`src/hdl/pafk_pkg.sv`:
```
package pafk_pkg;

  localparam int ANGLE_BITS_DEF    = 16;
  localparam int CORDIC_STAGES_DEF = 16;
  localparam int MAX_STAGES        = 24;

  // Position and datapath widths.
  localparam int POS_W  = 20;
  localparam int LEN_W  = 16;
  localparam int HEAD_W = 16;
  localparam int CFG_W  = 20;
  localparam int PHASE_W = 32;
  // CORDIC x/y in Q30 with growth headroom.
  localparam int XY_W   = 34;
  // Accumulators in Q38: base<<30 plus four products.
  localparam int ACC_W  = 56;

  localparam logic signed [XY_W-1:0] GAIN_Q30 = 34'sd652032874;
  localparam logic signed [POS_W-1:0] POS_MAX = 20'sd524287;
  localparam logic signed [POS_W-1:0] POS_MIN = -20'sd524288;

  // Configuration register indexes.
  localparam logic [2:0] REG_BASE_X   = 3'd0;
  localparam logic [2:0] REG_BASE_Y   = 3'd1;
  localparam logic [2:0] REG_BASE_HD  = 3'd2;
  localparam logic [2:0] REG_LEN_ONE  = 3'd3;
  localparam logic [2:0] REG_LEN_TWO  = 3'd4;
  localparam logic [2:0] REG_LEN_THR  = 3'd5;
  localparam logic [2:0] REG_LEN_FOUR = 3'd6;

  // Arctangent of 2^-i in 2^-32 turn units.
  function automatic logic signed [PHASE_W:0] atan_turn(input int i);
    logic signed [PHASE_W:0] r;
    unique case (i)
      0: r = 33'sd536870912;   1: r = 33'sd316933406;  2: r = 33'sd167458907;
      3: r = 33'sd85004756;    4: r = 33'sd42667331;   5: r = 33'sd21354465;
      6: r = 33'sd10679838;    7: r = 33'sd5340245;    8: r = 33'sd2670163;
      9: r = 33'sd1335087;     10: r = 33'sd667544;    11: r = 33'sd333772;
      12: r = 33'sd166886;     13: r = 33'sd83443;     14: r = 33'sd41722;
      15: r = 33'sd20861;      16: r = 33'sd10430;     17: r = 33'sd5215;
      18: r = 33'sd2608;       19: r = 33'sd1304;      20: r = 33'sd652;
      21: r = 33'sd326;        22: r = 33'sd163;       23: r = 33'sd81;
      default: r = '0;
    endcase
    return r;
  endfunction

endpackage

```
`src/hdl/pafk_cordic.sv`:
```
// Unrolled rotation-mode CORDIC, one register stage per iteration. Gives cosine
// and sine in Q30 of a heading in binary angle units. The pipeline advances
// when en is high.
module pafk_cordic #(
  parameter int ANGLE_BITS    = pafk_pkg::ANGLE_BITS_DEF,
  parameter int CORDIC_STAGES = pafk_pkg::CORDIC_STAGES_DEF
) (
  input  logic                               clk,
  input  logic                               en,
  input  logic [pafk_pkg::HEAD_W-1:0]        heading,
  output logic signed [pafk_pkg::XY_W-1:0]   cos_out,
  output logic signed [pafk_pkg::XY_W-1:0]   sin_out
);

  localparam int XW = pafk_pkg::XY_W;
  localparam int ZW = pafk_pkg::PHASE_W + 1;
  localparam int NS = (CORDIC_STAGES < pafk_pkg::MAX_STAGES) ? CORDIC_STAGES
                                                              : pafk_pkg::MAX_STAGES;

  logic signed [XW-1:0] xs [NS+1];
  logic signed [XW-1:0] ys [NS+1];
  logic signed [ZW-1:0] zs [NS+1];
  logic                 fl [NS+1];

  logic [pafk_pkg::PHASE_W-1:0] phase;
  logic [pafk_pkg::PHASE_W-1:0] quarter;
  logic                         fold;

  // Phase setup and half-plane fold at the input register.
  always_comb begin
    phase   = {heading, 16'd0} &
              ({pafk_pkg::PHASE_W{1'b1}} << (pafk_pkg::PHASE_W - ANGLE_BITS));
    quarter = phase + 32'h4000_0000;
    fold    = quarter[pafk_pkg::PHASE_W-1];
    if (fold) begin
      phase = phase - 32'h8000_0000;
    end
  end

  always_ff @(posedge clk) begin
    if (en) begin
      xs[0] <= pafk_pkg::GAIN_Q30;
      ys[0] <= '0;
      zs[0] <= {phase[pafk_pkg::PHASE_W-1], phase};
      fl[0] <= fold;
    end
  end

  // One micro-rotation per stage.
  for (genvar i = 0; i < NS; i++) begin : g_stage
    always_ff @(posedge clk) begin
      if (en) begin
        if (!zs[i][ZW-1]) begin
          xs[i+1] <= xs[i] - (ys[i] >>> i);
          ys[i+1] <= ys[i] + (xs[i] >>> i);
          zs[i+1] <= zs[i] - pafk_pkg::atan_turn(i);
        end else begin
          xs[i+1] <= xs[i] + (ys[i] >>> i);
          ys[i+1] <= ys[i] - (xs[i] >>> i);
          zs[i+1] <= zs[i] + pafk_pkg::atan_turn(i);
        end
        fl[i+1] <= fl[i];
      end
    end
  end

  // Undo the fold on the way out.
  always_ff @(posedge clk) begin
    if (en) begin
      cos_out <= fl[NS] ? -xs[NS] : xs[NS];
      sin_out <= fl[NS] ? -ys[NS] : ys[NS];
    end
  end

endmodule

```
`config.mk`:
```
export PLATFORM = sky130hd
export DESIGN_NAME = pafk_cordic
export DESIGN_NICKNAME = d
export VERILOG_FILES = /design/src/hdl/pafk_pkg.sv /design/src/hdl/pafk_cordic.sv
export SDC_FILE = /design/constraint.sdc
export NUM_CORES = 2
export LEC_CHECK = 0
export BUFFER_PORTS_ARGS = -buffer_cell sky130_fd_sc_hd__buf_2
export CAP_MARGIN = 20
export CORE_MARGIN = 3
export CORE_UTILIZATION = 25
export CTS_CLUSTER_DIAMETER = 120
export DETAILED_ROUTE_END_ITERATION = 16
export MAX_ROUTING_LAYER = met4
export SLEW_MARGIN = 25
export SYNTH_ARGS = -nofsm -noshare
export SYNTH_HDL_FRONTEND = slang
export SYNTH_SLANG_ARGS = --single-unit
```
`constraint.sdc`:
```
create_clock -name clk -period 5.6 [get_ports clk]
set_input_delay 0.56 -clock clk [delete_from_list [all_inputs] [get_ports clk]]
set_output_delay 0.56 -clock clk [all_outputs]
set_load 0.02 [all_outputs]
```
Word-level counts from Yosys, hierarchy flattened:

Memories as Yosys holds them, arrays and structs flattened.
Cells that the tools add are included.

* bits in registers: 68
* bits in writable memories: 1734
* bits of input ports: 18
* memories: 4

Memory list
* xs: depth 17, bits a word 34, read ports 17, clocked after memory_dff 0, write ports 17, line pafk_cordic.sv:20 `logic signed [XW-1:0] xs [NS+1];`
* ys: depth 17, bits a word 34, read ports 17, clocked after memory_dff 0, write ports 17, line pafk_cordic.sv:21 `logic signed [XW-1:0] ys [NS+1];`
* zs: depth 17, bits a word 33, read ports 16, clocked after memory_dff 0, write ports 17, line pafk_cordic.sv:22 `logic signed [ZW-1:0] zs [NS+1];`
* fl: depth 17, bits a word 1, read ports 17, clocked after memory_dff 0, write ports 17, line pafk_cordic.sv:23 `logic fl [NS+1];`

* add/subtract/negate cells: 99
* muxes and demuxes: 149
* bitwise gates (word level): 48

Operators by type and width (number)
* $mux W34: 34
* $mux W33: 16
* $mux W1: 98
* $add A34 B19 Y34: 2
* $add A34 B20 Y34: 2
* $add A34 B21 Y34: 2
* $add A34 B22 Y34: 2
* $add A34 B23 Y34: 2
* $add A34 B24 Y34: 2
* $add A34 B25 Y34: 2
* $add A34 B26 Y34: 2
* $add A34 B27 Y34: 2
* $add A34 B28 Y34: 2
* $add A34 B29 Y34: 2
* $add A34 B30 Y34: 2
* $add A34 B31 Y34: 2
* $add A34 B32 Y34: 2
* $add A34 B33 Y34: 2
* $neg A34 Y34: 2
* $sub A34 B19 Y34: 2
* $sub A34 B20 Y34: 2
* $sub A34 B21 Y34: 2
* $sub A34 B22 Y34: 2
* $sub A34 B23 Y34: 2
* 48 further kinds: 106

Logic depth before layout (Yosys ltp):

* depth in word-level cells: 4
* mapped depth: 22
* depth with buffers taken out: 22

Worst setup path before layout:

OpenSTA, ideal clock, no wires.

* kind: input -> register
* from: input en
* to: memory xs[6][30] (netlist name) (data pin)
* data arrival time: 4.988 ns
* data required time: 5.340 ns
* slack: 0.352 ns
* stages: 20
* buffers on the path: 4
* cell sequence: clkbuf_1 -> clkbuf_1 -> nand2_1 -> inv_1 -> clkbuf_1 -> clkbuf_1 -> nor2_1 -> xor2_1 -> ha_1 -> a21o_1 -> a21o_1 -> a211oi_1 -> nor3_1 -> a211o_1 -> a311o_1 -> a221oi_2 -> o211ai_1 -> a21o_1 -> a21oi_1 -> xnor2_1

RTL lines
* start, declared: line pafk_cordic.sv:9 `input logic en,`
* end, declared: line pafk_cordic.sv:20

==> flow_summary_export.csv <==
group,metric,value,unit
outcome,status,"finished, final reports clean",
critical_path,cpPeakStageDelay,0.72,ns
flow_run,drv_cap,0,
critical_path,worstSetupStartpointType,"register",
critical_path,cp_common_cell,"nor2_1",
synthesis,synth_compound_gate_area_share,19.4,%
layout,insertedDiodeCount,0,
floorplanning,dieArea,502000,um2
placed_design,routabilityCongestion,0.911,
critical_path,r2r_start,"ys[3][3]",
synthesis,yosysUniqueCellTypes,98,
drt,first_pass_iters,5,
worst_hold_path,worstHoldStart,"en",
synthesis,synth.avg_cell_area,9.75,um2
clock_network,cts_tree,"built",
drt,vias,93700,
global_route,antenna_found_initial,3,
drt,avgRoutedWirePerCell,15.8,um
synthesis,async_flop_share,0,%
global_route,grt_pass1_wl,493,mm
synthesis,synth_edf_count,1516,
synthesis,yosys.area_share.simple,13.0,%
sta,layout_min_cycle_time,5.22,ns
floorplanning,core,491000,um2
critical_path,rrSetupSlack,0.38,ns
placed_design,hpwl,248,mm
critical_path,cp_slowest_cell,"or4b_2",
layout,drive_above_1_share,5.56,%
synthesis,synthMuxAreaShare,0.865,%
layout,nNetsFinal,14400,
global_route,grt_max_degree,175,
clock_network,cts.sink_count,1516,
critical_path,cp-end-kind,"register",
clock_network,h-tree-depth,4,
sta,max_freq,192,MHz
sta,finalClockSkew,0.111,ns
sta,rsz0062_at_grt,"false",
synthesis,synth_top_family_by_area,"compound AO/OA/AOI/OAI gates",
worst_hold_path,hold_depth,2,
drt,wl,310,mm
clock_network,cts_buffers,185,
synthesis,ys_ff_latch,1516,
layout,area_growth,12.7,%
worst_hold_path,worstHoldPathType,"in2reg",
sta,drv_slew,0,
synthesis,synth_nets,14100,
floorplanning,die_h,709,um
clock_network,cts_root_buffer,"clkbuf_16",
layout,final_cell_mix,"edfxtp_1 (1516), ha_1 (1363), xnor2_1 (1242), a21oi_1 (1216), nor2_1 (948)",
synthesis,synthAdderAreaFrac,14.5,%
sta,setup_slack,0.384,ns
sta,hold_violations,0,
synthesis,yosys_warnings,0,
floorplanning,die_w,709,um
critical_path,r2r-end,"xs[4][33]",
global_route,overflow,0,
layout,fillCellCount,51200,
placed_design,pre_cts_ws,0.0863,ns
global_route,grt_pass1_vias,91800,
drt,ant_nets,0,
critical_path,critPathMaxFanout,4,
critical_path,worstRegToRegCells,18,
critical_path,worst_ep_arrival_time,5.82,ns
critical_path,crit_buf_inv,1,
critical_path,path_delay_family,"simple AND/OR/NAND/NOR gates",
sta,max_slew.worst_pin.slew,0.983,ns
clock_network,clk_path_buf_depth,4,
floorplanning,rows,257,
synthesis,seq_area_frac_synth,36.9,%
placed_design,portBuffers,85,
critical_path,path_cells,"inv_1 > ha_1 > nand2b_1 > or4_1 > or4b_2 > nor2_1 > nand2_1 > nor2_1 > nor2_1 > xor2_1 > ha_1 > o21a_1 > o21ai_0 > o21bai_1 > a22oi_1 > o311ai_0 > a21oi_1 > xnor2_1",
synthesis,syn-instance-count,12700,
clock_network,cts.clk_slew.worst_paths,0.06,ns
synthesis,synth_ff_type,"edfxtp_1",
drt,drc,0,
worst_hold_path,holdPathEnd,"zs[9][9]",
sta,fin_crit_sh,93.1,%
critical_path,critPathRequiredTime,6.20,ns
clock_network,clkLatencyLatePin,0.91,ns
layout,final_common_cell,"edfxtp_1",
floorplanning,initial_core_util,25.1,%
critical_path,critPathKind,"reg2reg",
sta,maxSlewHeadroom,34.1,%
synthesis,synth_xor_area_share,13.2,%
global_route,groute.usage.overall,12.2,%
drt,drtIter0Drc,5206,
floorplanning,io_pins,86,
sta,finalSetupViolCount,0,
drt,vias_per_cell,4.79,
synthesis,synth.cell_area,123000,um2
==> flip-flops by register name, summed over array words and instances (netlist names) <==
signal,cells
fl,17
xs,484
sin_out,34
zs,436
cos_out,34
ys,511
==> worst register-to-register path, stage by stage, from the launching register on <==
cell and delay [ns]:
edfxtp_1 0.45, inv_1 0.11, ha_1 0.19, nand2b_1 0.08
or4_1 0.46, or4b_2 0.72, nor2_1 0.28, nand2_1 0.24
nor2_1 0.27, nor2_1 0.08, xor2_1 0.15, ha_1 0.33
o21a_1 0.22, o21ai_0 0.33, o21bai_1 0.13, a22oi_1 0.36
o311ai_0 0.21, a21oi_1 0.21, xnor2_1 0.10
==> area by class of cell <==
class	count	area (um2)	area share (%)
Multi-Input combinational cell	10400	75300	54.1
Sequential cell	1516	45500	32.7
Tap cell	6475	8100	5.82
Clock buffer	219	4840	3.48
Timing Repair Buffer	296	2170	1.56
Inverter	524	1970	1.41
Clock inverter	117	1260	0.907
==> cell usage after synthesis (45+ instances only) <==
| cell | number | share of area, % |
|---|---|---|
| nand2_1 | 687 | 2.1 |
| or4_1 | 57 | 0.35 |
| nor3_1 | 296 | 1.2 |
| mux2_2 | 45 | 0.41 |
| nor4_1 | 91 | 0.46 |
| nand2b_1 | 215 | 1.1 |
| nand4_1 | 76 | 0.39 |
| ha_1 | 1363 | 14 |
| o21a_1 | 180 | 1.1 |
| mux2i_1 | 56 | 0.45 |
| a21boi_0 | 52 | 0.32 |
| xor2_1 | 617 | 4.4 |
| or2_2 | 49 | 0.25 |
| nor2_1 | 948 | 2.9 |
| nand3_1 | 245 | 0.99 |
| o21bai_1 | 153 | 0.93 |
| o31ai_1 | 157 | 0.95 |
| clkbuf_1 | 159 | 0.48 |
| a211oi_1 | 110 | 0.67 |
| and3_1 | 122 | 0.62 |
| o41ai_1 | 59 | 0.42 |
| and2_1 | 54 | 0.27 |
| nor2b_1 | 176 | 0.89 |
| a21oi_1 | 1217 | 4.9 |
| xnor2_1 | 1242 | 8.8 |
| o21ai_0 | 758 | 3.1 |
| or3_1 | 120 | 0.61 |
| edfxtp_1 | 1516 | 37 |
| inv_1 | 516 | 1.6 |
| a31oi_1 | 131 | 0.66 |
| o211ai_1 | 62 | 0.38 |
| a21o_1 | 561 | 3.4 |
==> routing by layer <==
metal  global-route usage, %  wire length (um)
met1                    14.0            133000
met2                    22.1            156000
met3                    1.20              8740
met4                    4.45             12500
met5                       -                 0
==> through the flow <==
| step | instance area, um2 | std cells | hold WS, ns | utilization [%] | TNS, ns |
|---|---|---|---|---|---|
| floorplan | 123000 | 12700 | 0.400 | - | 0 |
| global placement | 133000 | 19200 | 0.401 | 27.0 | -0.165 |
| detailed placement | 133000 | 19200 | 0.405 | 27.0 | 0 |
| CTS | 139000 | 19600 | 0.175 | 28.3 | 0 |
| global route | 139000 | 19600 | 0.227 | 28.3 | 0 |
| finish | 139000 | 19600 | 0.290 | 28.3 | 0 |
==> worst max path at each step <==
stage | cells past startpoint | from | endpoint | slack [ns]
4_1_cts | 18 | xs[10][13] | ys[11][32] | 0.20
3_3_place_gp | 19 | en | ys[11][32] | -0.17
2_1_floorplan | 20 | en | xs[6][30] | 0.35
6_report | 18 | ys[3][3] | xs[4][33] | 0.38
5_1_grt | 16 | xs[7][12] | ys[8][33] | 0.01
3_5_place_dp | 19 | en | ys[11][32] | 0.09
==> kinds of logic after synthesis <==
group / after synthesis
AO/OA/AOI/OAI: 3792
AND/OR/NAND/NOR: 3264
XOR/XNOR: 1860
flip-flops: 1516
adder cells (fa/ha/maj): 1405
buffers and inverters: 721
multiplexers: 101
==> repair_timing <==
item | in CTS | in global routing
hold buffers | 16 | 0
endpoints found under the hold margin | 17 | 0
resized for setup | 0 | 11
setup endpoints to repair | 0 | 13
buffers inserted | 0 | 1
Power is not shown: default switching activity piles up to over one toggle a cycle in this logic, so the estimate is an artifact.
